**src/lir_pkg.sv**
```systemverilog
`default_nettype none

package lir_pkg;

  localparam int unsigned LIR_LANES     = 8;
  localparam int unsigned LIR_LANE_W    = $clog2(LIR_LANES);
  localparam int unsigned LIR_SAMPLE_W  = 32;
  localparam int unsigned LIR_WIDE_W    = LIR_SAMPLE_W + 3;
  localparam int unsigned LIR_RATE_W    = 18;
  localparam int unsigned LIR_CHAN_W    = 4;
  localparam int unsigned LIR_LIMIT_W   = 16;
  localparam int unsigned LIR_CNT_W     = 17;
  localparam int unsigned LIR_POS_W     = 32;
  localparam int unsigned LIR_FRAC_W    = 16;
  localparam int unsigned LIR_DIVD_W    = LIR_RATE_W + LIR_FRAC_W;
  localparam int unsigned LIR_MAX_RUN   = 25;
  localparam int unsigned LIR_RUN_W     = $clog2(LIR_MAX_RUN + 1);
  localparam int unsigned LIR_CFG_IDX_W = 2;

  localparam logic [LIR_POS_W-1:0] LIR_MIN_STEP = LIR_POS_W'(2730);
  localparam logic [LIR_CNT_W-1:0] LIR_CNT_MAX  = '1;

  localparam logic LIR_FMT_S16 = 1'b0;
  localparam logic LIR_FMT_S32 = 1'b1;

  localparam logic signed [LIR_WIDE_W-1:0] LIR_S16_MAX = 35'sd32767;
  localparam logic signed [LIR_WIDE_W-1:0] LIR_S16_MIN = -35'sd32768;
  localparam logic signed [LIR_WIDE_W-1:0] LIR_S32_MAX = 35'sd2147483647;
  localparam logic signed [LIR_WIDE_W-1:0] LIR_S32_MIN = -35'sd2147483648;

  typedef enum logic [LIR_CFG_IDX_W-1:0] {
    CFG_SOURCE_RATE   = 2'd0,
    CFG_TARGET_RATE   = 2'd1,
    CFG_CHANNEL_COUNT = 2'd2,
    CFG_SAMPLE_FORMAT = 2'd3
  } lir_cfg_idx_t;

  typedef logic signed [LIR_SAMPLE_W-1:0] lir_sample_t;

  // One lane job for the shared interpolation unit.
  typedef struct packed {
    logic                  valid;
    logic [LIR_LANE_W-1:0] lane;
    lir_sample_t           s0;
    lir_sample_t           s1;
    logic [LIR_FRAC_W-1:0] frac;
  } lir_req_t;

  typedef struct packed {
    logic                  valid;
    logic [LIR_LANE_W-1:0] lane;
    lir_sample_t           value;
  } lir_res_t;

  // Clamp a widened value to the range of the sample format.
  function automatic lir_sample_t sat_fmt(input logic signed [LIR_WIDE_W-1:0] v,
                                          input logic fmt);
    logic signed [LIR_WIDE_W-1:0] hi;
    logic signed [LIR_WIDE_W-1:0] lo;
    hi = (fmt == LIR_FMT_S32) ? LIR_S32_MAX : LIR_S16_MAX;
    lo = (fmt == LIR_FMT_S32) ? LIR_S32_MIN : LIR_S16_MIN;
    if (v > hi) begin
      sat_fmt = hi[LIR_SAMPLE_W-1:0];
    end else if (v < lo) begin
      sat_fmt = lo[LIR_SAMPLE_W-1:0];
    end else begin
      sat_fmt = v[LIR_SAMPLE_W-1:0];
    end
  endfunction

endpackage

`default_nettype wire

```
**src/lir_ifs.sv**
```systemverilog
`default_nettype none

interface lir_in_if;
  logic                                valid;
  logic                                ready;
  logic                                block_start;
  logic [lir_pkg::LIR_LIMIT_W-1:0]     output_limit;
  lir_pkg::lir_sample_t                sample_in_0;
  lir_pkg::lir_sample_t                sample_in_1;
  lir_pkg::lir_sample_t                sample_in_2;
  lir_pkg::lir_sample_t                sample_in_3;
  lir_pkg::lir_sample_t                sample_in_4;
  lir_pkg::lir_sample_t                sample_in_5;
  lir_pkg::lir_sample_t                sample_in_6;
  lir_pkg::lir_sample_t                sample_in_7;

  modport source (
    output valid, block_start, output_limit,
    output sample_in_0, sample_in_1, sample_in_2, sample_in_3,
    output sample_in_4, sample_in_5, sample_in_6, sample_in_7,
    input  ready
  );

  modport sink (
    input  valid, block_start, output_limit,
    input  sample_in_0, sample_in_1, sample_in_2, sample_in_3,
    input  sample_in_4, sample_in_5, sample_in_6, sample_in_7,
    output ready
  );
endinterface

interface lir_out_if;
  logic                 valid;
  logic                 ready;
  lir_pkg::lir_sample_t sample_out_0;
  lir_pkg::lir_sample_t sample_out_1;
  lir_pkg::lir_sample_t sample_out_2;
  lir_pkg::lir_sample_t sample_out_3;
  lir_pkg::lir_sample_t sample_out_4;
  lir_pkg::lir_sample_t sample_out_5;
  lir_pkg::lir_sample_t sample_out_6;
  lir_pkg::lir_sample_t sample_out_7;
  logic                 last_of_run;

  modport source (
    output valid, last_of_run,
    output sample_out_0, sample_out_1, sample_out_2, sample_out_3,
    output sample_out_4, sample_out_5, sample_out_6, sample_out_7,
    input  ready
  );

  modport sink (
    input  valid, last_of_run,
    input  sample_out_0, sample_out_1, sample_out_2, sample_out_3,
    input  sample_out_4, sample_out_5, sample_out_6, sample_out_7,
    output ready
  );
endinterface

`default_nettype wire

```
**src/linear_interp_resampler.sv**
```systemverilog
`default_nettype none

// Channel  Dir  Handshake          Payload
// in_ch    in   valid/ready        block_start, output_limit, sample_in_0..7
// out_ch   out  valid/ready        sample_out_0..7, last_of_run
// cfg_*    in   cfg_we (no ready)  cfg_index (2 bit), cfg_data (18 bit)
//
// One item is worked on at a time; in_ch.ready is high only in the idle state.
// An item with block_start first waits for the step (src << 16) / dst, which
// comes from a serial divider, one quotient bit per cycle.
// Each output frame sends 8 lane jobs through the shared
// subtract-multiply-round unit, drains it, then hands the frame off.
// Per item: up to 25 output frames.
// The result register lets the next item in while the last frame waits;
// a stalled out_ch holds the sequencer before the next frame is handed off.
// Reset (rst_n low, synchronous) restores the register defaults and clears
// position, counts, step and limit.
module linear_interp_resampler (
  input  logic                                clk,
  input  logic                                rst_n,
  input  logic                                cfg_we,
  input  logic [lir_pkg::LIR_CFG_IDX_W-1:0]   cfg_index,
  input  logic [lir_pkg::LIR_RATE_W-1:0]      cfg_data,
  lir_in_if.sink                              in_ch,
  lir_out_if.source                           out_ch
);

  typedef enum logic [3:0] {
    ST_IDLE,
    ST_DIV,
    ST_CHECK,
    ST_ISSUE,
    ST_DRAIN,
    ST_EMIT,
    ST_PASS,
    ST_FINISH
  } state_t;

  localparam int unsigned LN = lir_pkg::LIR_LANES;
  localparam int unsigned LW = lir_pkg::LIR_LANE_W;
  localparam int unsigned FW = lir_pkg::LIR_FRAC_W;
  localparam int unsigned PW = lir_pkg::LIR_POS_W;
  localparam int unsigned CW = lir_pkg::LIR_CNT_W;

  state_t                                  state_r;

  // configuration registers
  logic [lir_pkg::LIR_RATE_W-1:0]          src_rate_r;
  logic [lir_pkg::LIR_RATE_W-1:0]          tgt_rate_r;
  logic [lir_pkg::LIR_CHAN_W-1:0]          chan_cnt_r;
  logic                                    fmt_r;

  // block state
  lir_pkg::lir_sample_t                    cur_r   [LN];
  lir_pkg::lir_sample_t                    prev_r  [LN];
  lir_pkg::lir_sample_t                    frame_r [LN];
  logic                                    have_prev_r;
  logic [PW-1:0]                           pos_r;
  logic                                    wrap_r;
  logic [PW-1:0]                           step_r;
  logic [CW-1:0]                           in_cnt_r;
  logic [CW-1:0]                           out_cnt_r;
  logic [lir_pkg::LIR_LIMIT_W-1:0]         limit_r;
  logic [lir_pkg::LIR_RUN_W-1:0]           run_r;
  logic [LW-1:0]                           lane_r;

  // result register
  logic                                    out_valid_r;
  lir_pkg::lir_sample_t                    out_data_r [LN];
  logic                                    out_last_r;

  lir_pkg::lir_sample_t                    in_samp [LN];
  logic [lir_pkg::LIR_CHAN_W-1:0]          lanes_act;
  logic                                    in_acc;
  logic                                    pass_sel;
  logic                                    div_start;
  logic                                    div_done;
  logic [lir_pkg::LIR_DIVD_W-1:0]          div_q;
  logic [PW-1:0]                           step_clamped;
  logic [CW-1:0]                           in_cnt_m1;
  logic                                    more_ok;
  logic                                    out_free;
  logic [PW:0]                             pos_sum;
  lir_pkg::lir_req_t                       req;
  lir_pkg::lir_res_t                       res;

  always_comb begin
    in_samp[0] = in_ch.sample_in_0;
    in_samp[1] = in_ch.sample_in_1;
    in_samp[2] = in_ch.sample_in_2;
    in_samp[3] = in_ch.sample_in_3;
    in_samp[4] = in_ch.sample_in_4;
    in_samp[5] = in_ch.sample_in_5;
    in_samp[6] = in_ch.sample_in_6;
    in_samp[7] = in_ch.sample_in_7;
  end

  assign in_ch.ready = (state_r == ST_IDLE);
  assign in_acc      = in_ch.valid && in_ch.ready;
  assign out_free    = !out_valid_r || out_ch.ready;

  // Counts above the lane count clip to all lanes.
  assign lanes_act = (chan_cnt_r > lir_pkg::LIR_CHAN_W'(LN))
                   ? lir_pkg::LIR_CHAN_W'(LN) : chan_cnt_r;

  // Equal rates or no lanes at block start select pass-through (step 0).
  assign pass_sel  = (src_rate_r == tgt_rate_r) || (chan_cnt_r == '0);
  assign div_start = in_acc && in_ch.block_start && !pass_sel;

  // A zero divisor yields all ones, which saturates like any large quotient.
  always_comb begin
    if (div_q[lir_pkg::LIR_DIVD_W-1:PW] != '0) begin
      step_clamped = '1;
    end else if (div_q[PW-1:0] < lir_pkg::LIR_MIN_STEP) begin
      step_clamped = lir_pkg::LIR_MIN_STEP;
    end else begin
      step_clamped = div_q[PW-1:0];
    end
  end

  // Next output frame exists when its integer position equals the
  // previous frame index and neither run nor block limit is reached.
  assign in_cnt_m1 = in_cnt_r - 1'b1;
  assign more_ok   = (run_r < lir_pkg::LIR_RUN_W'(lir_pkg::LIR_MAX_RUN))
                  && (out_cnt_r < {1'b0, limit_r})
                  && ({1'b0, pos_r[PW-1:FW]} == in_cnt_m1);
  assign pos_sum   = {1'b0, pos_r} + {1'b0, step_r};

  always_comb begin
    req.valid = (state_r == ST_ISSUE);
    req.lane  = lane_r;
    req.s0    = prev_r[lane_r];
    req.s1    = cur_r[lane_r];
    req.frac  = pos_r[FW-1:0];
  end

  lir_div u_div (
    .clk      (clk),
    .rst_n    (rst_n),
    .start    (div_start),
    .dividend ({src_rate_r, FW'(0)}),
    .divisor  (tgt_rate_r),
    .done     (div_done),
    .quotient (div_q)
  );

  lir_interp u_interp (
    .clk   (clk),
    .rst_n (rst_n),
    .req   (req),
    .fmt   (fmt_r),
    .res   (res)
  );

  always_ff @(posedge clk) begin
    if (!rst_n) begin
      state_r     <= ST_IDLE;
      src_rate_r  <= lir_pkg::LIR_RATE_W'(48000);
      tgt_rate_r  <= lir_pkg::LIR_RATE_W'(48000);
      chan_cnt_r  <= lir_pkg::LIR_CHAN_W'(2);
      fmt_r       <= lir_pkg::LIR_FMT_S16;
      have_prev_r <= 1'b0;
      pos_r       <= '0;
      wrap_r      <= 1'b0;
      step_r      <= '0;
      in_cnt_r    <= '0;
      out_cnt_r   <= '0;
      limit_r     <= '0;
      run_r       <= '0;
      lane_r      <= '0;
      out_valid_r <= 1'b0;
      out_last_r  <= 1'b0;
    end else begin
      if (cfg_we) begin
        unique case (lir_pkg::lir_cfg_idx_t'(cfg_index))
          lir_pkg::CFG_SOURCE_RATE:   src_rate_r <= cfg_data;
          lir_pkg::CFG_TARGET_RATE:   tgt_rate_r <= cfg_data;
          lir_pkg::CFG_CHANNEL_COUNT: chan_cnt_r <= cfg_data[lir_pkg::LIR_CHAN_W-1:0];
          lir_pkg::CFG_SAMPLE_FORMAT: fmt_r      <= cfg_data[0];
        endcase
      end

      // drop the result once taken; a new frame below overrides this
      if (out_valid_r && out_ch.ready) begin
        out_valid_r <= 1'b0;
      end

      unique case (state_r)
        ST_IDLE: begin
          if (in_acc) begin
            run_r <= '0;
            if (in_ch.block_start) begin
              limit_r     <= in_ch.output_limit;
              pos_r       <= '0;
              in_cnt_r    <= '0;
              out_cnt_r   <= '0;
              have_prev_r <= 1'b0;
              if (pass_sel) begin
                step_r  <= '0;
                state_r <= ST_CHECK;
              end else begin
                state_r <= ST_DIV;
              end
            end else begin
              state_r <= ST_CHECK;
            end
          end
        end
        ST_DIV: begin
          if (div_done) begin
            step_r  <= step_clamped;
            state_r <= ST_CHECK;
          end
        end
        ST_CHECK: begin
          if (step_r == '0) begin
            state_r <= (out_cnt_r < {1'b0, limit_r}) ? ST_PASS : ST_FINISH;
          end else if (have_prev_r && (in_cnt_r != '0) && more_ok) begin
            lane_r  <= '0;
            state_r <= ST_ISSUE;
          end else begin
            state_r <= ST_FINISH;
          end
        end
        ST_ISSUE: begin
          lane_r <= lane_r + 1'b1;
          if (lane_r == LW'(LN - 1)) begin
            // frac of every lane is in flight: advance position and counts
            {wrap_r, pos_r} <= pos_sum;
            out_cnt_r       <= out_cnt_r + 1'b1;
            run_r           <= run_r + 1'b1;
            state_r         <= ST_DRAIN;
          end
        end
        ST_DRAIN: begin
          if (res.valid && (res.lane == LW'(LN - 1))) begin
            state_r <= ST_EMIT;
          end
        end
        ST_EMIT: begin
          if (out_free) begin
            out_valid_r <= 1'b1;
            out_last_r  <= !(!wrap_r && more_ok);
            if (!wrap_r && more_ok) begin
              lane_r  <= '0;
              state_r <= ST_ISSUE;
            end else begin
              state_r <= ST_FINISH;
            end
          end
        end
        ST_PASS: begin
          if (out_free) begin
            out_valid_r <= 1'b1;
            out_last_r  <= 1'b1;
            out_cnt_r   <= out_cnt_r + 1'b1;
            state_r     <= ST_FINISH;
          end
        end
        ST_FINISH: begin
          have_prev_r <= 1'b1;
          if (in_cnt_r != lir_pkg::LIR_CNT_MAX) begin
            in_cnt_r <= in_cnt_r + 1'b1;
          end
          state_r <= ST_IDLE;
        end
      endcase
    end
  end

  // Sample payload: capture, hold frame, assemble lanes, load result.
  always_ff @(posedge clk) begin
    if (in_acc) begin
      for (int c = 0; c < LN; c++) begin
        cur_r[c] <= lir_pkg::sat_fmt($signed({{3{in_samp[c][lir_pkg::LIR_SAMPLE_W-1]}},
                                              in_samp[c]}), fmt_r);
      end
    end
    if (state_r == ST_FINISH) begin
      for (int c = 0; c < LN; c++) begin
        prev_r[c] <= cur_r[c];
      end
    end
    if (res.valid) begin
      frame_r[res.lane] <= ({1'b0, res.lane} < lanes_act) ? res.value : '0;
    end
    if ((state_r == ST_EMIT) && out_free) begin
      for (int c = 0; c < LN; c++) begin
        out_data_r[c] <= frame_r[c];
      end
    end
    if ((state_r == ST_PASS) && out_free) begin
      for (int c = 0; c < LN; c++) begin
        out_data_r[c] <= (lir_pkg::LIR_CHAN_W'(c) < lanes_act) ? cur_r[c] : '0;
      end
    end
  end

  assign out_ch.valid        = out_valid_r;
  assign out_ch.last_of_run  = out_last_r;
  assign out_ch.sample_out_0 = out_data_r[0];
  assign out_ch.sample_out_1 = out_data_r[1];
  assign out_ch.sample_out_2 = out_data_r[2];
  assign out_ch.sample_out_3 = out_data_r[3];
  assign out_ch.sample_out_4 = out_data_r[4];
  assign out_ch.sample_out_5 = out_data_r[5];
  assign out_ch.sample_out_6 = out_data_r[6];
  assign out_ch.sample_out_7 = out_data_r[7];

endmodule

`default_nettype wire

```
**src/lir_div.sv**
```systemverilog
`default_nettype none

// Restoring divider, one quotient bit per cycle.
module lir_div (
  input  logic                             clk,
  input  logic                             rst_n,
  input  logic                             start,
  input  logic [lir_pkg::LIR_DIVD_W-1:0]   dividend,
  input  logic [lir_pkg::LIR_RATE_W-1:0]   divisor,
  output logic                             done,
  output logic [lir_pkg::LIR_DIVD_W-1:0]   quotient
);

  localparam int unsigned CNT_W = $clog2(lir_pkg::LIR_DIVD_W);

  logic                             busy_r;
  logic                             done_r;
  logic [CNT_W-1:0]                 cnt_r;
  logic [lir_pkg::LIR_RATE_W-1:0]   dsr_r;
  logic [lir_pkg::LIR_RATE_W-1:0]   rem_r;
  logic [lir_pkg::LIR_DIVD_W-1:0]   quo_r;
  logic [lir_pkg::LIR_RATE_W:0]     rem_sh;
  logic                             fits;
  logic [lir_pkg::LIR_RATE_W:0]     rem_sub;

  always_comb begin
    rem_sh  = {rem_r, quo_r[lir_pkg::LIR_DIVD_W-1]};
    fits    = (rem_sh >= {1'b0, dsr_r});
    rem_sub = rem_sh - {1'b0, dsr_r};
  end

  always_ff @(posedge clk) begin
    if (!rst_n) begin
      busy_r <= 1'b0;
      done_r <= 1'b0;
      cnt_r  <= '0;
    end else begin
      done_r <= 1'b0;
      if (start) begin
        busy_r <= 1'b1;
        cnt_r  <= CNT_W'(lir_pkg::LIR_DIVD_W - 1);
      end else if (busy_r) begin
        cnt_r <= cnt_r - 1'b1;
        if (cnt_r == '0) begin
          busy_r <= 1'b0;
          done_r <= 1'b1;
        end
      end
    end
  end

  // Dividend bits shift out the top while quotient bits shift in below.
  always_ff @(posedge clk) begin
    if (start) begin
      quo_r <= dividend;
      rem_r <= '0;
      dsr_r <= divisor;
    end else if (busy_r) begin
      quo_r <= {quo_r[lir_pkg::LIR_DIVD_W-2:0], fits};
      rem_r <= fits ? rem_sub[lir_pkg::LIR_RATE_W-1:0] : rem_sh[lir_pkg::LIR_RATE_W-1:0];
    end
  end

  assign done     = done_r;
  assign quotient = quo_r;

endmodule

`default_nettype wire

```
**src/lir_interp.sv**
```systemverilog
`default_nettype none

// Shared lane unit: s0 + round((s1 - s0) * frac / 2^16), saturated.
// Three stages, one lane job accepted per cycle.
module lir_interp (
  input  logic              clk,
  input  logic              rst_n,
  input  lir_pkg::lir_req_t req,
  input  logic              fmt,
  output lir_pkg::lir_res_t res
);

  localparam int unsigned DIFF_W = lir_pkg::LIR_SAMPLE_W + 1;
  localparam int unsigned PROD_W = DIFF_W + lir_pkg::LIR_FRAC_W + 1;
  localparam int unsigned SH_W   = PROD_W - lir_pkg::LIR_FRAC_W;

  logic                                 v1_r;
  logic [lir_pkg::LIR_LANE_W-1:0]       lane1_r;
  logic signed [DIFF_W-1:0]             d1_r;
  lir_pkg::lir_sample_t                 s0_1_r;
  logic [lir_pkg::LIR_FRAC_W-1:0]       frac1_r;

  logic                                 v2_r;
  logic [lir_pkg::LIR_LANE_W-1:0]       lane2_r;
  logic signed [PROD_W-1:0]             prod2_r;
  lir_pkg::lir_sample_t                 s0_2_r;

  logic                                 res_valid_r;
  logic [lir_pkg::LIR_LANE_W-1:0]       res_lane_r;
  lir_pkg::lir_sample_t                 res_value_r;

  logic signed [DIFF_W-1:0]             diff_nxt;
  logic signed [PROD_W-1:0]             prod_nxt;
  logic signed [PROD_W-1:0]             rnd;
  logic signed [SH_W-1:0]               sh;
  logic signed [lir_pkg::LIR_WIDE_W-1:0] sum;

  always_comb begin
    diff_nxt = $signed({req.s1[lir_pkg::LIR_SAMPLE_W-1], req.s1})
             - $signed({req.s0[lir_pkg::LIR_SAMPLE_W-1], req.s0});
    prod_nxt = d1_r * $signed({1'b0, frac1_r});
    rnd      = prod2_r + $signed(PROD_W'(1) << (lir_pkg::LIR_FRAC_W - 1));
    sh       = $signed(rnd[PROD_W-1:lir_pkg::LIR_FRAC_W]);
    sum      = $signed({{3{s0_2_r[lir_pkg::LIR_SAMPLE_W-1]}}, s0_2_r})
             + $signed({sh[SH_W-1], sh});
  end

  always_ff @(posedge clk) begin
    if (!rst_n) begin
      v1_r        <= 1'b0;
      v2_r        <= 1'b0;
      res_valid_r <= 1'b0;
    end else begin
      v1_r        <= req.valid;
      v2_r        <= v1_r;
      res_valid_r <= v2_r;
    end
  end

  always_ff @(posedge clk) begin
    lane1_r     <= req.lane;
    d1_r        <= diff_nxt;
    s0_1_r      <= req.s0;
    frac1_r     <= req.frac;
    lane2_r     <= lane1_r;
    prod2_r     <= prod_nxt;
    s0_2_r      <= s0_1_r;
    res_lane_r  <= lane2_r;
    res_value_r <= lir_pkg::sat_fmt(sum, fmt);
  end

  assign res = '{valid: res_valid_r, lane: res_lane_r, value: res_value_r};

endmodule

`default_nettype wire

```
**src/flat_wrapper.sv**
```systemverilog
// flat-port wrapper written by rule: the top's interface ports become plain ports
module linear_interp_resampler_flat 
  (clk, rst_n, cfg_we, cfg_index, cfg_data, in_ch_valid, in_ch_block_start, in_ch_output_limit, in_ch_sample_in_0, in_ch_sample_in_1, in_ch_sample_in_2, in_ch_sample_in_3, in_ch_sample_in_4, in_ch_sample_in_5, in_ch_sample_in_6, in_ch_sample_in_7, in_ch_ready, out_ch_valid, out_ch_last_of_run, out_ch_sample_out_0, out_ch_sample_out_1, out_ch_sample_out_2, out_ch_sample_out_3, out_ch_sample_out_4, out_ch_sample_out_5, out_ch_sample_out_6, out_ch_sample_out_7, out_ch_ready);
  lir_in_if in_ch_i ();
  lir_out_if out_ch_i ();
  input  logic clk;
  input  logic rst_n;
  input  logic cfg_we;
  input  logic [lir_pkg::LIR_CFG_IDX_W-1:0] cfg_index;
  input  logic [lir_pkg::LIR_RATE_W-1:0] cfg_data;
  input wire logic [$bits(in_ch_i.valid)-1:0] in_ch_valid;
  input wire logic [$bits(in_ch_i.block_start)-1:0] in_ch_block_start;
  input wire logic [$bits(in_ch_i.output_limit)-1:0] in_ch_output_limit;
  input wire logic [$bits(in_ch_i.sample_in_0)-1:0] in_ch_sample_in_0;
  input wire logic [$bits(in_ch_i.sample_in_1)-1:0] in_ch_sample_in_1;
  input wire logic [$bits(in_ch_i.sample_in_2)-1:0] in_ch_sample_in_2;
  input wire logic [$bits(in_ch_i.sample_in_3)-1:0] in_ch_sample_in_3;
  input wire logic [$bits(in_ch_i.sample_in_4)-1:0] in_ch_sample_in_4;
  input wire logic [$bits(in_ch_i.sample_in_5)-1:0] in_ch_sample_in_5;
  input wire logic [$bits(in_ch_i.sample_in_6)-1:0] in_ch_sample_in_6;
  input wire logic [$bits(in_ch_i.sample_in_7)-1:0] in_ch_sample_in_7;
  output wire logic [$bits(in_ch_i.ready)-1:0] in_ch_ready;
  output wire logic [$bits(out_ch_i.valid)-1:0] out_ch_valid;
  output wire logic [$bits(out_ch_i.last_of_run)-1:0] out_ch_last_of_run;
  output wire logic [$bits(out_ch_i.sample_out_0)-1:0] out_ch_sample_out_0;
  output wire logic [$bits(out_ch_i.sample_out_1)-1:0] out_ch_sample_out_1;
  output wire logic [$bits(out_ch_i.sample_out_2)-1:0] out_ch_sample_out_2;
  output wire logic [$bits(out_ch_i.sample_out_3)-1:0] out_ch_sample_out_3;
  output wire logic [$bits(out_ch_i.sample_out_4)-1:0] out_ch_sample_out_4;
  output wire logic [$bits(out_ch_i.sample_out_5)-1:0] out_ch_sample_out_5;
  output wire logic [$bits(out_ch_i.sample_out_6)-1:0] out_ch_sample_out_6;
  output wire logic [$bits(out_ch_i.sample_out_7)-1:0] out_ch_sample_out_7;
  input wire logic [$bits(out_ch_i.ready)-1:0] out_ch_ready;
  assign in_ch_i.valid = in_ch_valid;
  assign in_ch_i.block_start = in_ch_block_start;
  assign in_ch_i.output_limit = in_ch_output_limit;
  assign in_ch_i.sample_in_0 = in_ch_sample_in_0;
  assign in_ch_i.sample_in_1 = in_ch_sample_in_1;
  assign in_ch_i.sample_in_2 = in_ch_sample_in_2;
  assign in_ch_i.sample_in_3 = in_ch_sample_in_3;
  assign in_ch_i.sample_in_4 = in_ch_sample_in_4;
  assign in_ch_i.sample_in_5 = in_ch_sample_in_5;
  assign in_ch_i.sample_in_6 = in_ch_sample_in_6;
  assign in_ch_i.sample_in_7 = in_ch_sample_in_7;
  assign in_ch_ready = in_ch_i.ready;
  assign out_ch_valid = out_ch_i.valid;
  assign out_ch_last_of_run = out_ch_i.last_of_run;
  assign out_ch_sample_out_0 = out_ch_i.sample_out_0;
  assign out_ch_sample_out_1 = out_ch_i.sample_out_1;
  assign out_ch_sample_out_2 = out_ch_i.sample_out_2;
  assign out_ch_sample_out_3 = out_ch_i.sample_out_3;
  assign out_ch_sample_out_4 = out_ch_i.sample_out_4;
  assign out_ch_sample_out_5 = out_ch_i.sample_out_5;
  assign out_ch_sample_out_6 = out_ch_i.sample_out_6;
  assign out_ch_sample_out_7 = out_ch_i.sample_out_7;
  assign out_ch_i.ready = out_ch_ready;
  linear_interp_resampler u_core (.clk(clk), .rst_n(rst_n), .cfg_we(cfg_we), .cfg_index(cfg_index), .cfg_data(cfg_data), .in_ch(in_ch_i), .out_ch(out_ch_i));
endmodule
```
**config.mk**
```make
export PLATFORM = sky130hd
export DESIGN_NAME = linear_interp_resampler_flat
export DESIGN_NICKNAME = d
export VERILOG_FILES = /design/src/lir_pkg.sv /design/src/lir_ifs.sv /design/src/linear_interp_resampler.sv /design/src/lir_div.sv /design/src/lir_interp.sv /design/src/flat_wrapper.sv
export SDC_FILE = /design/constraint.sdc
export NUM_CORES = 2
export LEC_CHECK = 0
export ABC_AREA = 1
export BUFFER_PORTS_ARGS = -buffer_cell sky130_fd_sc_hd__buf_2
export CORE_ASPECT_RATIO = 1.25
export CORE_UTILIZATION = 60
export CTS_CLUSTER_DIAMETER = 100
export DETAILED_ROUTE_END_ITERATION = 8
export PLACE_DENSITY_LB_ADDON = 0.2
export SYNTH_ARGS = -nofsm -noshare
export SYNTH_HDL_FRONTEND = slang
export SYNTH_SLANG_ARGS = --single-unit
```
**constraint.sdc**
```tcl
create_clock -name clk -period 18.25 [get_ports clk]
set_input_delay 0 -clock clk [delete_from_list [all_inputs] [get_ports clk]]
set_output_delay 0 -clock clk [all_outputs]
set_load 0.05 [all_outputs]
```
# Word-level counts from Yosys, hierarchy flattened
# Memories as Yosys holds them, arrays and structs flattened. A register that Yosys moved wholly into a read port is not among the register bits.
# Index checks and enable logic that the tools add are counted.
# Widths: inputs -> output; s select.
[word_totals] output_inout_bits=259 input_bits=298 n_memories=4 ramBits=1024 ff_bits=456
[classes] reduce_logical=50 bitwise_logic=10 magnitude_cmp=32 mux=117 add_sub_neg=11 n_eq_ne=27 multipliers=1
[memory_table] memory="u_core.cur_r" words=8 word_bits=32 rd=9 rd_ports_with_merged_regs=1 wr=8 line="linear_interp_resampler.sv:54" text="lir_pkg::lir_sample_t cur_r [LN];"
[memory_table] memory="u_core.frame_r" words=8 word_bits=32 rd=8 rd_ports_with_merged_regs=0 wr=1 line="linear_interp_resampler.sv:56" text="lir_pkg::lir_sample_t frame_r [LN];"
[memory_table] memory="u_core.out_data_r" words=8 word_bits=32 rd=8 rd_ports_with_merged_regs=0 wr=8 line="linear_interp_resampler.sv:69" text="lir_pkg::lir_sample_t out_data_r [LN];"
[memory_table] memory="u_core.prev_r" words=8 word_bits=32 rd=1 rd_ports_with_merged_regs=1 wr=8 line="linear_interp_resampler.sv:55" text="lir_pkg::lir_sample_t prev_r [LN];"
[op_table] op="$mux 32" count=52
[op_table] op="$gt 32x32->1" count=8
[op_table] op="$lt 32x32->1" count=8
[op_table] op="$pmux 32 s2" count=2
[op_table] op="$mux 17" count=5
[op_table] op="$mux 34" count=2
[op_table] op="$mux 31" count=2
[op_table] op="$pmux 17 s3" count=1
[op_table] op="$add 50x17->50 const B" count=1
[op_table] op="$mul 33x17->50" count=1
[op_table] op="$add 32x34->35" count=1
[op_table] op="$gt 35x35->1" count=1
[op_table] op="$lt 35x35->1" count=1
[op_table] op="$add 17x1->17 const B" count=2
[op_table] op="$pmux 17 s2" count=1
[op_table] op="$add 32x32->33" count=1
[op_table] op="$sub 32x32->33" count=1
[op_table] op="$logic_not 32->1" count=1
[op_table] op="$lt 32x12->1 const B" count=1
[op_table] op="$mux 4" count=8
[op_table] op="$pmux 4 s8" count=1
[op_table] op="$mux 3" count=10
[op_table] op="$mux 1" count=22
[op_table] op="$ge 19x18->1" count=1
[op_table] op="other kinds (48)" count=114

# Depth between registers and ports, before layout
[logic_depth] ltp_word=9 mapped_depth=35 depth_no_buf=34

# Modules after synthesis
# Synthesis repeated with hierarchy kept, for this count alone.
[unflattened] hier_cells=10267 hier_area_um2=91444.0
[modules_own_cells] module="linear_interp_resampler" area_each_um2=58212.1 n_inst=1 cells_each=5976
[modules_own_cells] module="lir_interp" area_each_um2=28909.0 n_inst=1 cells_each=3744
[modules_own_cells] module="lir_div" area_each_um2=4322.9 n_inst=1 cells_each=547

# Worst setup path after synthesis
# No wires, ideal clock.
[synth_timing] kind="flip-flop to flip-flop" start="reg u_core.state_r[2]" end="mem u_core.out_data_r[0][0] in the netlist's numbering, enable pin" setup_slack_ns=4.063 arrival_time_ns=13.224 path_buffers=0 stages_incl_launch_ff=5 path_cell_list="dfxtp_1 > nand2_1 > nor2_1 > inv_1 > a21oi_1"
[synth_rtl] item="start: declaration" line="linear_interp_resampler.sv:45" text="state_t state_r;"
[synth_rtl] item="start signal: assignment" line="linear_interp_resampler.sv:217" text="state_r <= (out_cnt_r < {1'b0, limit_r}) ? ST_PASS : ST_FINISH;"
[synth_rtl] item="end: declaration" line="linear_interp_resampler.sv:69"

# Final worst setup path
[layout_timing] start="reg u_core.u_interp.frac1_r[13] in the netlist's numbering" end="reg u_core.u_interp.prod2_r[35]"
[layout_between] elab_chain_len=1
[layout_rtl] item="start: declaration" line="lir_interp.sv:21" text="logic [lir_pkg::LIR_FRAC_W-1:0] frac1_r;"
[layout_rtl] item="start signal: assignment" line="lir_interp.sv:64" text="frac1_r <= req.frac;"
[layout_rtl] item="$mul 33x17->50" line="lir_interp.sv:41" text="prod_nxt = d1_r * $signed({1'b0, frac1_r});"
[layout_rtl] item="net u_core.u_interp.prod_nxt[35]" line="lir_interp.sv:33" text="logic signed [PROD_W-1:0] prod_nxt;"
[layout_rtl] item="end signal: assignment" line="lir_interp.sv:66" text="prod2_r <= prod_nxt;"
[layout_rtl] item="end: declaration" line="lir_interp.sv:25" text="logic signed [PROD_W-1:0] prod2_r;"
# The timed path passes the listed nets, and every way through them passes these cells.
# A chain may end at the register's enable or synchronous reset.

==> qor_table.md <==
| Result | This run | Unit |
|---|---|---|
| Result of the run | complete, but fails checks | - |
| Violated checks | capacitance limit, slew limit | - |
| Post-synthesis sequential area ratio | 44.1 | % |
| Shortest clock period the worst path allows after layout | 6.68 | ns |
| Transition time at the pin with the least slew margin | 1.53 | ns |
| Routed via count divided by cell count | 5.92 | - |
| Net count of the finished layout | 12200 | - |
| Max rail drop VDD | 0.171 | mV |
| Kind of critical path | reg -> reg | - |
| Area growth syn-to-layout | 14.6 | % |
| Prevailing post-synth register cell | sky130_fd_sc_hd__edfxtp_1 | - |
| Largest fanout on the critical path | 33 | - |
| Aggregate global-route resource usage | 41.7 | % |
| Ys Warns | 0 | - |
| Arr. time, crit path | 7.38 | ns |
| Post-detailed-route count of antenna-violating nets | 0 | - |
| Placed Instances | 12300 | - |
| Antenna violations before repair | 31 | - |
| Critical path capture point type | flip-flop | - |
| Number of unique standard cell types used by synthesis | 67 | - |
| Insertion delay of the later-clocked pin in the worst-skew pair | 0.83 | ns |
| Clock buffers created by TritonCTS | 148 | - |
| Critical path launch point type | flip-flop | - |
| Startpoint of the lowest-slack register-to-register path | u_core.u_interp.frac1_r[13] | - |
| Number of clock sinks | 1467 | - |
| Depth of the worst hold-timing path | 4 | - |
| Vertical die dimension | 437 | µm |
| Worst min-delay path startpoint | in_ch_output_limit[13] | - |
| Terminating pin of the worst hold path | u_core.limit_r[13] | - |
| Internal power consumption | 0.00760 | W |
| Post-DR wirelength/cell | 24.7 | µm |
| Number of setup buffers added after CTS | 0 | - |
| Asr flop ratio synth | 0 | % |
| Area of the core region | 150000 | µm² |
| Worst min-delay path category | in -> reg | - |
| Critical Path Slowest Stage Cell | sky130_fd_sc_hd__dfxtp_2 | - |
| Area used by sequential logic in the layout | 40000 | µm² |
| CP delay by family, top | adder cells | - |
| Switching Fraction | 45.9 | % |
| Average instance area after synthesis | 8.97 | µm² |
| Clock share of power | 22.5 | % |
| Clock Skews | 0.0448 | ns |
| Number of remaining DRC errors | 0 | - |
| Number of buffers on the longest clock path | 3 | - |
| Post-synthesis instance area | 90700 | µm² |
| Final worst slack | 11.57 | ns |
| Reg clk slew, reported paths | 0.06 | ns |
| Worst reg-to-reg path cell count | 18 | - |
| Count of state elements after synthesis | 1467 | - |
| Port buffer count | 556 | - |
| Post-CTS sizing | 0 | - |
| Number of flops mapped to enable cells by yosys | 1060 | - |
| Count of final max-slew check failures | 9 | - |
| TritonCTS clock tree | done | - |
| IO Pins | 557 | - |
| Via count of the first global-routing pass | 74700 | - |
| Most used cells in the layout excluding fill and tap cells | sky130_fd_sc_hd__nand2_1 (2063), sky130_fd_sc_hd__inv_1 (1678), sky130_fd_sc_hd__edfxtp_1 (1060) | - |
| Relative contribution of combinational cells to total power | 41.8 | % |
| Sequence of cells on the critical path | nand2_1, fa_1, inv_1, fa_1, fa_1, fa_1, fa_1, inv_1, fa_1, inv_1, ha_1, nand2_1, o21ai_0, a21oi_1, o21ai_0, nand3_1, nand2_1, xor2_1 | - |
| Vias | 76900 | - |
| Net count after synthesis | 11500 | - |
| Post-Layout Cell Count | 13000 | - |
| Part of the power in registers | 35.7 | % |
| Setup TNS | 0 | ns |
| Max Freq | 150 | MHz |
| Final Cycle Share | 36.6 | % |
| Final setup violating endpoints | 0 | - |
| Horiz. Die Dim | 350 | µm |
| Endpoint required time on the critical path | 18.95 | ns |
| Hpwl dp | 239000 | µm |
| Largest net degree at the start of global routing | 163 | - |
| Global-route wire length before repair | 467000 | µm |
| Power per cell area | 135 | nW/µm² |
| Leading cell type in the layout, fill and taps excluded | sky130_fd_sc_hd__nand2_1 | - |
| Most used cell along the critical path | sky130_fd_sc_hd__fa_1 | - |
| Count of final hold-check violations | 0 | - |
| Switch Pwr | 0.00645 | W |
| Post-placement worst setup slack | 11.69 | ns |
| Initial core utilization | 60.4 | % |
| FF-to-FF setup slack | 11.57 | ns |
| Global placer's final weighted congestion | 1.04 | - |
| DR pass1 iterations | 8 | - |
| Total of max-cap violations | 1 | - |
| Post-CTS Hold Buffers | 374 | - |
| Num rows | 159 | - |
| Relative slew slack | -2.67 | % |
| Cell count after synthesis | 10100 | - |
| Delay of the slowest critical-path stage | 0.91 | ns |
| FF-to-FF End | u_core.u_interp.prod2_r[35] | - |
| Die area | 153000 | µm² |
| Drt total wl | 321000 | µm |
| Fraction of layout instances using a drive strength above 1 | 9.08 | % |
| Buffer type at the clock tree root | sky130_fd_sc_hd__clkbuf_16 | - |
| Overflow after GRT | 0 | - |
| Leakage power of the design | 47.7 | nW |
| Setup repair after global routing missed its margin | false | - |
| Number of design-rule violations left by the first detailed-router iteration | 10100 | - |
| Bufs and invs on worst path | 3 | - |
| FILL cells | 11700 | - |
| Area taken by multi-input logic gates | 42700 | µm² |
| # H-tree levels | 4 | - |
cell type report:
class	instances	area share (%)
Sequential cell	1467	38.5
Clock inverter	79	0.857
Antenna cell	21	0.0506
Tap cell	2012	2.42
Inverter	1712	6.21
Timing Repair Buffer	1011	6.90
Multi-Input combinational cell	6491	41.1
Clock buffer	190	3.97
state kept, by name, summed over array words and instances, names as in the netlist, 17 cells and up, named ones only:
name                         flops
u_core.u_div.rem_r              18
u_core.prev_r                  256
u_core.u_interp.prod2_r         35
u_core.u_interp.d1_r            33
u_core.u_interp.s0_2_r          32
u_core.u_interp.s0_1_r          32
u_core.u_div.quotient           34
u_core.u_div.dsr_r              18
u_core.frame_r                 256
u_core.out_data_r              256
u_core.cur_r                   256
u_core.u_interp.res_value_r     32
u_core.pos_r                    32
u_core.step_r                   32
u_core.in_cnt_r                 17
u_core.tgt_rate_r               18
u_core.src_rate_r               18
u_core.out_cnt_r                17
worst reg2reg max path, cell delays in order, from the launching register on:
cell and delay, ns:
sky130_fd_sc_hd__dfxtp_2 0.91, sky130_fd_sc_hd__nand2_1 0.22, sky130_fd_sc_hd__fa_1 0.58, sky130_fd_sc_hd__inv_1 0.05
sky130_fd_sc_hd__fa_1 0.48, sky130_fd_sc_hd__fa_1 0.53, sky130_fd_sc_hd__fa_1 0.53, sky130_fd_sc_hd__fa_1 0.55
sky130_fd_sc_hd__inv_1 0.06, sky130_fd_sc_hd__fa_1 0.54, sky130_fd_sc_hd__inv_1 0.05, sky130_fd_sc_hd__ha_1 0.37
sky130_fd_sc_hd__nand2_1 0.16, sky130_fd_sc_hd__o21ai_0 0.41, sky130_fd_sc_hd__a21oi_1 0.12, sky130_fd_sc_hd__o21ai_0 0.50
sky130_fd_sc_hd__nand3_1 0.14, sky130_fd_sc_hd__nand2_1 0.15, sky130_fd_sc_hd__xor2_1 0.24
cells in the mapped netlist (all sizes together), types with 97 or more instances:
cell type	count	area [µm²]
xor2	117	1030
ha	558	6980
a21oi	549	2760
inv	1705	6400
nand2	2069	7800
o21ai	968	4850
dfxtp	407	8150
clkbuf	401	1510
edfxtp	1060	31800
nor2	730	2820
fa	505	10100
nor3	97	510
o22ai	102	638
nand3	308	1580
worst max path at each step:
stage	start	end	slack, ns	cells after the start
finish	u_core.u_interp.frac1_r[13]	u_core.u_interp.prod2_r[35]	11.57	18
global route	u_core.u_interp.prod2_r[16]	u_core.u_interp.res_value_r[16]	11.23	26
CTS	u_core.u_interp.frac1_r[13]	u_core.u_interp.prod2_r[38]	11.68	20
detailed placement	u_core.u_interp.frac1_r[13]	u_core.u_interp.prod2_r[35]	11.69	18
global placement	u_core.u_interp.frac1_r[13]	u_core.u_interp.prod2_r[35]	11.62	18
floorplan	u_core.state_r[2]	u_core.out_data_r[0][0]	4.06	4
power by group through the flow:
stage	logic [W]	registers, W	clock network (W)
2_1_floorplan	0.00324	0.00492	0
3_5_place_dp	0.00558	0.00504	0
4_1_cts	0.00568	0.00497	0.00315
6_report	0.00588	0.00501	0.00316
3_3_place_gp	0.00551	0.00502	0
5_1_grt	0.00613	0.00503	0.00328
metal layers:
layer	vias to the layer above	track usage, %	share of wire (%)
met5	-	0	0.022
met4	12	27.1	7.6
met1	36800	51.8	36
met2	4740	65.2	45
met3	919	9.89	12
li1	34400	-	-
cell families after synthesis:
kind of cell / share of synthesized area (%)
fa+ha+maj: 18.8
xor+xnor: 1.66
buf+inv: 8.96
simple gates: 15.4
flops: 44.1
compound gates: 11.1
per-stage QoR:
step	instance area, µm²	util, %	power [W]	hold slack (ns)
after floorplan	90700	-	0.00815	0.113
after global placement	95100	63.3	0.0105	0.214
after detailed placement	95100	63.3	0.0106	0.228
after CTS	104000	69.2	0.0138	0.00366
after global routing	104000	69.2	0.0144	0.0654
final	104000	69.2	0.0141	0.0424
(Power assumes the default switching activity.)
